File: src/sv/assert_macros.svh
// assertion macros shared by the converter rtl
// depends on nothing; included by files that carry concurrent assertions
`ifndef ASSERT_MACROS_SVH
`define ASSERT_MACROS_SVH
`ifndef SYNTHESIS
// check a property on every clock edge outside reset
`define B2D_ASSERT(lbl, clk, rst_n, prop, msg) \
    lbl: assert property (@(posedge clk) disable iff (!rst_n) prop) else $error(msg);
// check a property on every clock edge, reset included
`define B2D_ASSERT_ALWAYS(lbl, clk, prop, msg) \
    lbl: assert property (@(posedge clk) prop) else $error(msg);
`else
`define B2D_ASSERT(lbl, clk, rst_n, prop, msg)
`define B2D_ASSERT_ALWAYS(lbl, clk, prop, msg)
`endif
`endif

File: src/sv/b2d_pkg.sv
// constants and types for the binary to decimal ascii converter
// depends on nothing; used by the interfaces, the digit cells, the chain and the top level
package b2d_pkg;

    localparam int VALUE_BITS = 31;
    localparam int MAX_DIGITS = 10;
    localparam int DIGIT_W    = 4;
    localparam int CHAR_W     = 6;
    localparam int CNT_W      = $clog2(MAX_DIGITS + 1);
    localparam int BIT_CNT_W  = $clog2(VALUE_BITS);

    localparam logic [CHAR_W-1:0]  ASCII_ZERO = CHAR_W'(48);
    localparam logic [DIGIT_W-1:0] DABBLE_MIN = DIGIT_W'(5);
    localparam logic [DIGIT_W-1:0] DABBLE_ADD = DIGIT_W'(3);

    // controller states, one-hot
    typedef enum logic [3:0] {
        ST_IDLE = 4'b0001,
        ST_CONV = 4'b0010,
        ST_TRIM = 4'b0100,
        ST_EMIT = 4'b1000
    } t_state;

    // commands to the row of digit cells
    typedef struct packed {
        logic clear;
        logic dabble;
        logic shift;
    } t_chain_ctl;

endpackage

File: src/sv/b2d_if.sv
// channel interfaces of the converter: integer in, ascii digit out
// depends on b2d_pkg for field widths
interface b2d_in_if;
    logic                          valid;
    logic                          ready;
    logic [b2d_pkg::VALUE_BITS-1:0] value;

    modport source (output valid, output value, input ready);
    modport sink   (input valid, input value, output ready);
endinterface

interface b2d_out_if;
    logic                       valid;
    logic                       ready;
    logic [b2d_pkg::CHAR_W-1:0] digit_char;
    logic                       last_digit;

    modport source (output valid, output digit_char, output last_digit, input ready);
    modport sink   (input valid, input digit_char, input last_digit, output ready);
endinterface

File: src/sv/b2d_cell.sv
// one bcd digit cell: clear, shift-and-add-3 step or whole-digit shift from its neighbor
// depends on b2d_pkg
module b2d_cell (
    input  logic                         i_clk,
    input  b2d_pkg::t_chain_ctl          i_ctl,
    input  logic                         i_bit,
    input  logic [b2d_pkg::DIGIT_W-1:0]  i_digit,
    output logic                         o_carry,
    output logic [b2d_pkg::DIGIT_W-1:0]  o_digit
);

    logic [b2d_pkg::DIGIT_W-1:0] r_digit;
    logic [b2d_pkg::DIGIT_W-1:0] n_digit;
    logic [b2d_pkg::DIGIT_W-1:0] w_adj;

    // add 3 when the digit would pass 9 after doubling
    assign w_adj   = (r_digit >= b2d_pkg::DABBLE_MIN) ? r_digit + b2d_pkg::DABBLE_ADD : r_digit;
    assign o_carry = w_adj[b2d_pkg::DIGIT_W-1];
    assign o_digit = r_digit;

    // next digit
    always_comb begin
        n_digit = r_digit;
        if (i_ctl.clear) begin
            n_digit = '0;
        end else if (i_ctl.dabble) begin
            n_digit = {w_adj[b2d_pkg::DIGIT_W-2:0], i_bit};
        end else if (i_ctl.shift) begin
            n_digit = i_digit;
        end
    end

    always_ff @(posedge i_clk) begin
        r_digit <= n_digit;
    end

endmodule

File: src/sv/b2d_chain.sv
// row of bcd digit cells, units digit at cell 0, most significant at the far end
// depends on b2d_pkg and b2d_cell
module b2d_chain (
    input  logic                         i_clk,
    input  b2d_pkg::t_chain_ctl          i_ctl,
    input  logic                         i_bit,
    output logic [b2d_pkg::DIGIT_W-1:0]  o_top_digit,
    output logic                         o_overflow
);

    logic                        w_carry [0:b2d_pkg::MAX_DIGITS];
    logic [b2d_pkg::DIGIT_W-1:0] w_digit [0:b2d_pkg::MAX_DIGITS];

    // serial bit enters the units cell, an empty digit follows a digit shift
    assign w_carry[0] = i_bit;
    assign w_digit[0] = '0;

    for (genvar g = 0; g < b2d_pkg::MAX_DIGITS; g++) begin : g_cell
        b2d_cell u_cell (
            .i_clk   (i_clk),
            .i_ctl   (i_ctl),
            .i_bit   (w_carry[g]),
            .i_digit (w_digit[g]),
            .o_carry (w_carry[g+1]),
            .o_digit (w_digit[g+1])
        );
    end

    assign o_top_digit = w_digit[b2d_pkg::MAX_DIGITS];
    assign o_overflow  = w_carry[b2d_pkg::MAX_DIGITS];

endmodule

File: src/sv/binary_to_decimal_ascii.sv
// Converts one unsigned integer per transaction to its decimal text, one ASCII
// digit per output transaction, most significant digit first, with last_digit
// set on the units digit; zero gives a single '0' and no leading zeros appear.
// A row of ten BCD digit cells takes the value one bit a cycle by shift-and-add-3.
// The trim step then shifts out each leading zero digit (up to 9) and settles on
// the first digit. After that the digits leave one by one as the sink takes them,
// and sink stalls hold them back. The next number is accepted only after the units
// digit of the previous one has gone out.
// depends on b2d_pkg, b2d_if, b2d_chain and assert_macros.svh
`include "assert_macros.svh"

module binary_to_decimal_ascii (
    input  logic             i_clk,
    input  logic             i_rst_n,
    b2d_in_if.sink           i_in,
    b2d_out_if.source        o_out
);

    b2d_pkg::t_state                    r_state;
    b2d_pkg::t_state                    n_state;
    logic [b2d_pkg::VALUE_BITS-1:0]     r_value;
    logic [b2d_pkg::VALUE_BITS-1:0]     n_value;
    logic [b2d_pkg::BIT_CNT_W-1:0]      r_bit_cnt;
    logic [b2d_pkg::BIT_CNT_W-1:0]      n_bit_cnt;
    logic [b2d_pkg::CNT_W-1:0]          r_count;
    logic [b2d_pkg::CNT_W-1:0]          n_count;
    b2d_pkg::t_chain_ctl                w_ctl;
    logic [b2d_pkg::DIGIT_W-1:0]        w_top_digit;
    logic                               w_overflow;

    b2d_chain u_chain (
        .i_clk       (i_clk),
        .i_ctl       (w_ctl),
        .i_bit       (r_value[b2d_pkg::VALUE_BITS-1]),
        .o_top_digit (w_top_digit),
        .o_overflow  (w_overflow)
    );

    // handshake outputs
    assign i_in.ready       = (r_state == b2d_pkg::ST_IDLE);
    assign o_out.valid      = (r_state == b2d_pkg::ST_EMIT);
    assign o_out.digit_char = b2d_pkg::ASCII_ZERO
                            + {{(b2d_pkg::CHAR_W - b2d_pkg::DIGIT_W){1'b0}}, w_top_digit};
    assign o_out.last_digit = (r_count == b2d_pkg::CNT_W'(1));

    // sequencer
    always_comb begin
        n_state   = r_state;
        n_value   = r_value;
        n_bit_cnt = r_bit_cnt;
        n_count   = r_count;
        w_ctl     = '0;
        case (r_state)
            b2d_pkg::ST_IDLE: begin
                if (i_in.valid) begin
                    n_value   = i_in.value;
                    n_bit_cnt = '0;
                    n_count   = b2d_pkg::CNT_W'(b2d_pkg::MAX_DIGITS);
                    w_ctl.clear = 1'b1;
                    n_state   = b2d_pkg::ST_CONV;
                end
            end
            b2d_pkg::ST_CONV: begin
                w_ctl.dabble = 1'b1;
                n_value   = {r_value[b2d_pkg::VALUE_BITS-2:0], 1'b0};
                n_bit_cnt = r_bit_cnt + b2d_pkg::BIT_CNT_W'(1);
                if (r_bit_cnt == b2d_pkg::BIT_CNT_W'(b2d_pkg::VALUE_BITS - 1)) begin
                    n_state = b2d_pkg::ST_TRIM;
                end
            end
            b2d_pkg::ST_TRIM: begin
                // drop leading zeros, keep at least the units digit
                if (w_top_digit == '0 && r_count != b2d_pkg::CNT_W'(1)) begin
                    w_ctl.shift = 1'b1;
                    n_count     = r_count - b2d_pkg::CNT_W'(1);
                end else begin
                    n_state = b2d_pkg::ST_EMIT;
                end
            end
            b2d_pkg::ST_EMIT: begin
                if (o_out.ready) begin
                    if (r_count == b2d_pkg::CNT_W'(1)) begin
                        n_state = b2d_pkg::ST_IDLE;
                    end else begin
                        w_ctl.shift = 1'b1;
                        n_count     = r_count - b2d_pkg::CNT_W'(1);
                    end
                end
            end
            default: begin
                n_state = b2d_pkg::ST_IDLE;
            end
        endcase
    end

    // control registers
    always_ff @(posedge i_clk) begin
        if (!i_rst_n) begin
            r_state   <= b2d_pkg::ST_IDLE;
            r_bit_cnt <= '0;
            r_count   <= '0;
        end else begin
            r_state   <= n_state;
            r_bit_cnt <= n_bit_cnt;
            r_count   <= n_count;
        end
    end

    // value shift register
    always_ff @(posedge i_clk) begin
        if (!i_rst_n) begin
            r_value <= '0;
        end else begin
            r_value <= n_value;
        end
    end

    // assertions
    `B2D_ASSERT(a_no_lead_zero, i_clk, i_rst_n, $rose(o_out.valid) |-> (w_top_digit != '0 || r_count == b2d_pkg::CNT_W'(1)), "leading zero digit emitted")
    `B2D_ASSERT(a_digit_range, i_clk, i_rst_n, o_out.valid |-> (w_top_digit <= b2d_pkg::DIGIT_W'(9)), "digit cell out of decimal range")
    `B2D_ASSERT(a_no_overflow, i_clk, i_rst_n, w_ctl.dabble |-> !w_overflow, "digit row overflow")
    `B2D_ASSERT(a_last_frees, i_clk, i_rst_n, (o_out.valid && o_out.ready && o_out.last_digit) |=> i_in.ready, "not idle after last digit")
    `B2D_ASSERT(a_count_live, i_clk, i_rst_n, (r_state != b2d_pkg::ST_IDLE) |-> (r_count != '0), "digit count empty while busy")

endmodule

File: src/flat_wrapper.sv
// flat-port wrapper written by rule: the top's interface ports become plain ports
module binary_to_decimal_ascii_flat 
  (i_clk, i_rst_n, i_in_valid, i_in_value, i_in_ready, o_out_valid, o_out_digit_char, o_out_last_digit, o_out_ready);
  b2d_in_if i_in_i ();
  b2d_out_if o_out_i ();
  input  logic i_clk;
  input  logic i_rst_n;
  input wire logic [$bits(i_in_i.valid)-1:0] i_in_valid;
  input wire logic [$bits(i_in_i.value)-1:0] i_in_value;
  output wire logic [$bits(i_in_i.ready)-1:0] i_in_ready;
  output wire logic [$bits(o_out_i.valid)-1:0] o_out_valid;
  output wire logic [$bits(o_out_i.digit_char)-1:0] o_out_digit_char;
  output wire logic [$bits(o_out_i.last_digit)-1:0] o_out_last_digit;
  input wire logic [$bits(o_out_i.ready)-1:0] o_out_ready;
  assign i_in_i.valid = i_in_valid;
  assign i_in_i.value = i_in_value;
  assign i_in_ready = i_in_i.ready;
  assign o_out_valid = o_out_i.valid;
  assign o_out_digit_char = o_out_i.digit_char;
  assign o_out_last_digit = o_out_i.last_digit;
  assign o_out_i.ready = o_out_ready;
  binary_to_decimal_ascii u_core (.i_clk(i_clk), .i_rst_n(i_rst_n), .i_in(i_in_i), .o_out(o_out_i));
endmodule
File: config.mk
export PLATFORM = sky130hd
export DESIGN_NAME = binary_to_decimal_ascii_flat
export DESIGN_NICKNAME = d
export VERILOG_FILES = /design/src/sv/b2d_pkg.sv /design/src/sv/b2d_if.sv /design/src/sv/b2d_cell.sv /design/src/sv/b2d_chain.sv /design/src/sv/binary_to_decimal_ascii.sv /design/src/flat_wrapper.sv
export VERILOG_INCLUDE_DIRS = /design/src /design/src/sv
export SDC_FILE = /design/constraint.sdc
export NUM_CORES = 1
export LEC_CHECK = 0
export ABC_AREA = 1
export BUFFER_PORTS_ARGS = -buffer_cell sky130_fd_sc_hd__buf_2
export CELL_PAD_IN_SITES_DETAIL_PLACEMENT = 0
export CELL_PAD_IN_SITES_GLOBAL_PLACEMENT = 2
export CORE_AREA = 2 2 134 136
export CTS_CLUSTER_DIAMETER = 80
export CTS_CLUSTER_SIZE = 14
export DETAILED_ROUTE_END_ITERATION = 12
export DIE_AREA = 0 0 136 138
export GPL_ROUTABILITY_DRIVEN = 0
export PLACE_DENSITY = 0.86
export RECOVER_POWER = 25
export SETUP_SLACK_MARGIN = 0.3
export SLEW_MARGIN = 25
export SYNTH_ARGS = -nofsm -noshare
export SYNTH_HDL_FRONTEND = slang
export SYNTH_HIERARCHICAL = 1
export SYNTH_SLANG_ARGS = --single-unit
File: constraint.sdc
create_clock -name i_clk -period 3.5 [get_ports i_clk]
set_input_delay 0.175 -clock i_clk [delete_from_list [all_inputs] [get_ports i_clk]]
set_output_delay 0.175 -clock i_clk [all_outputs]
set_load 0.005 [all_outputs]
==> results of run 1 <==
-- worst register-to-register path: stages, from the launching register on --
cell	delay [ns]
dfxtp_1	0.33
inv_1	0.10
nand2_2	0.05
nor2_1	0.33
nand2_4	0.12
clkinv_2	0.44
clkbuf_1	0.75
nand2_1	0.16
a31oi_1	0.20
-- per-layer routing --
layer	vias to the layer above	wire length (um)	part of all wire, %
met4	0	138	1.2
met3	10	304	2.6
met2	51	5280	45
met1	2122	6030	51
met5	-	0	0
li1	2544	-	-
-- flip-flops by register name (all words and copies together) (netlist names) --
signal,count
u_core/u_chain/g_cell.u_cell/o_digit,40
u_core/r_bit_cnt,5
u_core/r_state,4
u_core/r_value,31
u_core/r_count,4
-- final cells by class --
class / instances / area share [%]
multi-input cells: 542 / 50.0
flip-flops and latches: 84 / 29.2
inverters: 101 / 6.61
well taps: 229 / 4.98
repair buffers: 46 / 4.00
clock buffers: 10 / 3.98
clock inverters: 6 / 1.24
-- worst max path at each step --
stage	from	to	slack (ns)
final	u_core/r_state[1]	u_core/r_value[18]	0.96
after global routing	u_core/r_state[1]	u_core/r_value[1]	0.56
after CTS	u_core/r_state[2]	u_core/r_value[13]	1.40
after detailed placement	u_core/r_state[2]	u_core/r_value[13]	1.43
after global placement	u_core/r_state[2]	u_core/r_value[20]	1.44
after floorplan	u_core/r_state[0]	u_core/u_chain/g_cell[0].u_cell/o_digit[3]	0.78
-- layout by cell type, fill, tap and decap left out, types with 2 or more instances in the layout --
master,count
or2_0,9
clkinvlp_4,2
o21ai_0,52
a31oi_1,31
ha_1,24
nand3_1,40
clkbuf_16,9
nand2_1,218
buf_4,3
a21boi_1,9
buf_2,36
nand2_2,6
a21oi_2,10
a21oi_1,28
nand4_1,24
inv_2,3
clkbuf_1,7
nand3_2,11
dfxtp_1,84
o211ai_1,30
inv_6,2
nor2_1,35
inv_1,96
conb_1,6
-- stage by stage --
step	cells	total power [W]
2_1_floorplan	742	0.00277
6_report	1018	0.00405
3_3_place_gp	1002	0.00314
3_5_place_dp	1002	0.00313
4_1_cts	1018	0.00414
5_1_grt	1018	0.00445
-- power groups by stage --
stage | combinational, W | sequential [W] | clock, W
6_report | 0.00154 | 0.00154 | 0.000972
5_1_grt | 0.00180 | 0.00160 | 0.00105
2_1_floorplan | 0.00131 | 0.00146 | 0
3_5_place_dp | 0.00157 | 0.00156 | 0
4_1_cts | 0.00158 | 0.00154 | 0.00102
3_3_place_gp | 0.00158 | 0.00157 | 0
==> out/qor.yml, run 1 <==
cts:
  cts.sinks: 84
  cts_tree: "yes"
  clockBufferDepth: 2
  post_cts_buffers: 0
  clk_pin_slew_ns: 0.07
  clk_latency_ns: 0.34
  clockRootBuffer: "clkbuf_16"
  numCtsBuffers: 9
  holdBufCountCts: 0
  h-tree-depth: 3
  cts_resized: 0
critical_path:
  crit_chain: "inv_1, nand2_2, nor2_1, nand2_4, clkinv_2, clkbuf_1, nand2_1, a31oi_1"
  critPathTopFamily: "buffers and inverters"
  reg2regPathDepth: 8
  worst-path-buf-inv: 3
  cp-start-kind: "flip-flop"
  cpPeakStageDelay_ns: 0.75
  critPathKind: "reg2reg"
  cp.depth: 8
  crit_path_end_kind: "flip-flop"
  r2r_setup_slack_ns: 0.96
  crit_required_ns: 3.77
  crit_fanout: 30
  rr_startpoint: "u_core/r_state[1]"
  cp_slowest_cell: "clkbuf_1"
  cp.arrival_ns: 2.81
  rr_endpoint: "u_core/r_value[18]"
synth:
  syn_area_um2: 5070
  synth_cells: 738
  yosys_warnings: 6
  syn_avg_cell_area_um2: 6.87
detailed_routing:
  postRouteAntennaNets: 0
  drtPass1Iterations: 4
  routed_wirelength_um: 11700
  routed_via_density: 4.64
  num_vias: 4727
  drc: 0
  avgRoutedWirePerCell_um: 11.5
  drt_iter0_drc: 235
min_path:
  worstHoldPathCells: 3
  min_to: "u_core/r_value[0]"
  hp-start: "i_in_value[0]"
  hp-class: "in2reg"
layout:
  fillers: 1979
  register_area_um2: 1680
  final_util_pct: 32.8
  diodes: 0
  drive_above_1_share_pct: 11.3
  multi_input_area_um2: 2870
  syn_to_final_growth_pct: 13.4
  final_cell_area_um2: 5750
  fin_nets: 843
global_routing:
  met2_usage_pct: 20.2
  grt.met3_usage_pct: 2.71
  grt_start_max_net_pins: 48
  busiest_layer: "met2"
  grt-ovfl-total: 0
  grt_pass1_wl_um: 20200
  grt_util_all_layers_pct: 12.9
  antenna_found_initial: 0
  use_met1_pct: 17.6
  grt_pass1_vias: 4388
sta:
  fin_crit_ns: 2.54
  finalCritPeriodShare_pct: 72.5
  finalSetupViolCount: 0
  setup_ws_ns: 0.963
  worstMarginPinSlew_ns: 0.911
  hold_viol: 0
  finClkSkew_ns: 0.00725
  clock.fmax_ghz: 0.394
  rsz0062_at_grt: "no"
  slew_viol_final: 0
  whs_ns: 0.0859
  relSlewSlack_pct: 39.3
  setup-tns-final_ns: 0
status:
  outcome: "completed"
floorplanning:
  fp-row-count: 49
  start_util_pct: 28.9
  die_y_um: 138
  ios: 44
  core_um2: 17500
  fp.dieW_um: 136
  die_area_um2: 18800
flow_run:
  drv_cap: 0
placed_design:
  io_buffers: 41
  dp_hpwl_um: 8160
  dpl_cell_area_um2: 5490
  dp_slack_ns: 1.43
power:
  peakVddDrop_mv: 0.234
  power_frac_clock_pct: 24.0
  internal_power_w: 0.00238
  p_leak_nw: 2.38
  swShare_pct: 41.2
  power.density_nw_per_um2: 704
  seqPwrFrac_pct: 38.0
  power_switching_w: 0.00167
  p_comb_share_pct: 38.0
No activity file was read; power rests on OpenSTA's default activity.
==> run 2, diff against run 1 <==
Settings changed: ABC_AREA 1 to 0, CORE_AREA 2 2 134 136 to 2 2 132 134, DIE_AREA 0 0 136 138 to 0 0 134 136, PLACE_DENSITY 0.86 to 0.79.
Clock period 3.5 ns to 2.6 ns, I/O delays scaled along.
==> run 2 against run 1 <==
Critical path type unchanged. Power fell by 24%. First-iteration DRC count increased by 27%. Sequential power down 8%. Critical path depth rose by 3. Highest routed layer unchanged. Largest power group unchanged.
==> out/qor.yml, run 2 <==
synth:
  yosys_warnings: 6
  syn_area_um2: 4940
  syn_avg_cell_area_um2: 8.45
  synth_cells: 584
floorplanning:
  fp-row-count: 48
  die_y_um: 136
  fp.dieW_um: 134
  die_area_um2: 18200
  ios: 44
  start_util_pct: 29.2
  core_um2: 16900
critical_path:
  crit_fanout: 5
  cp_slowest_cell: "or3_1"
  critPathKind: "reg2reg"
  crit_path_end_kind: "flip-flop"
  cp-start-kind: "flip-flop"
  cpPeakStageDelay_ns: 0.43
  worst-path-buf-inv: 4
  critPathTopFamily: "simple AND/OR/NAND/NOR gates"
  crit_required_ns: 2.84
  crit_chain: "inv_2, ha_4, or3b_1, nor2_1, or3_1, a21oi_4, buf_6, clkbuf_16, buf_4, mux2i_1, o311ai_1"
  cp.arrival_ns: 2.57
layout:
  register_area_um2: 1690
  diodes: 0
  layout_commonest_cell: "nand2_1"
  final_util_pct: 35.6
  syn_to_final_growth_pct: 21.7
  drive_above_1_share_pct: 19.0
  multi_input_area_um2: 3020
  final_cell_mix: "nand2_1 (80), dfxtp_1 (79), nor2_1 (42), buf_2 (40), a21oi_1 (35)"
  instances_no_fill: 878
  fillers: 1738
  largest_reg_flops: 40
  fin_nets: 707
global_routing:
  grt_start_max_net_pins: 49
  grt-ovfl-total: 0
  antenna_found_initial: 0
  grt_util_all_layers_pct: 13.5
  grt_pass1_wl_um: 20400
  grt_pass1_vias: 4359
power:
  peakVddDrop_mv: 0.267
  power.density_nw_per_um2: 509
  p_leak_nw: 2.13
  power_w: 0.00306
sta:
  fin_crit_ns: 2.34
  finClkSkew_ns: 0.0131
  worstMarginPinSlew_ns: 0.718
  hold_viol: 0
  finalSetupViolCount: 0
  rsz0062_at_grt: "yes"
  finalCritPeriodShare_pct: 89.9
  whs_ns: 0.0469
  relSlewSlack_pct: 52.1
  clock.fmax_ghz: 0.428
  slew_viol_final: 0
  setup-tns-final_ns: 0
detailed_routing:
  num_vias: 4468
  routed_via_density: 5.09
  postRouteAntennaNets: 0
  avgRoutedWirePerCell_um: 13.9
  drc: 0
  drt_iter0_drc: 298
  drtPass1Iterations: 4
  routed_wirelength_um: 12200
cts:
  holdBufCountCts: 0
  clockRootBuffer: "clkbuf_16"
  numCtsBuffers: 9
  clockBufferDepth: 2
  h-tree-depth: 3
  clk_latency_ns: 0.35
  cts.sinks: 84
  cts_tree: "yes"
  clk_pin_slew_ns: 0.07
placed_design:
  placed_cells: 847
  io_buffers: 41
  dp_hpwl_um: 8200
min_path:
  hp-class: "in2reg"
flow_run:
  drv_cap: 0
status:
  outcome: "completed"
==> run 2: power by group <==
part / leakage (nW) / switching, W / internal (W)
Combinational: 1.31 / 0.000218 / 0.000167
Clock: 0.138 / 0.000591 / 0.000663
Sequential: 0.685 / 0.0000652 / 0.00135
==> run 2: repair_timing <==
item | in CTS | in global routing
resized for setup | 1 | 22
setup endpoints to repair | 7 | 35
cloned | 0 | 4
pin swaps | 0 | 5
buffers inserted | 1 | 10
==> run 2: metal layers <==
layer	vias up	track usage [%]	routed length [um]	part of all wire, %
met5	-	0	0	0
met4	0	5.79	199	1.6
met3	11	3.13	447	3.7
met2	69	22.9	5960	49
met1	2141	16.3	5560	46
li1	2247	-	-	-
==> run 2: final cells by class <==
type / instances / share of cell area, %
sequential: 84 / 28.1
tap: 225 / 4.68
clock buffer: 9 / 3.75
timing repair buffer: 79 / 10.4
multi-input combinational: 446 / 50.3
clock inverter: 7 / 0.979
inverter: 28 / 1.83
==> run 2: per-stage QoR <==
stage               cell area, um^2  worst slack, ns
floorplan                      4990           -0.194
global placement               5500            0.364
detailed placement             5500            0.281
CTS                            5800            0.298
global route                   6010            0.133
finish                         6010            0.262
==> run 2: worst paths after layout <==
kind	start	end	slack (ns)	cells after the start
hold reg to reg	u_core/r_value[17]	u_core/r_value[17]	0.45	2
hold / removal	i_in_value[17]	u_core/r_value[17]	0.05	3
setup / recovery	u_core/r_count[1]	u_core/u_chain/g_cell[2].u_cell/o_digit[1]	0.26	11
setup reg to reg	u_core/r_count[1]	u_core/u_chain/g_cell[2].u_cell/o_digit[1]	0.26	11
==> run 2: worst reg2reg max path, cell delays in order, from the launching register on <==
cell and delay [ns]:
dfxtp_1 0.37, inv_2 0.07, ha_4 0.14, or3b_1 0.25, nor2_1 0.10, or3_1 0.43, a21oi_4 0.18, buf_6 0.15
clkbuf_16 0.14, buf_4 0.10, mux2i_1 0.19, o311ai_1 0.10
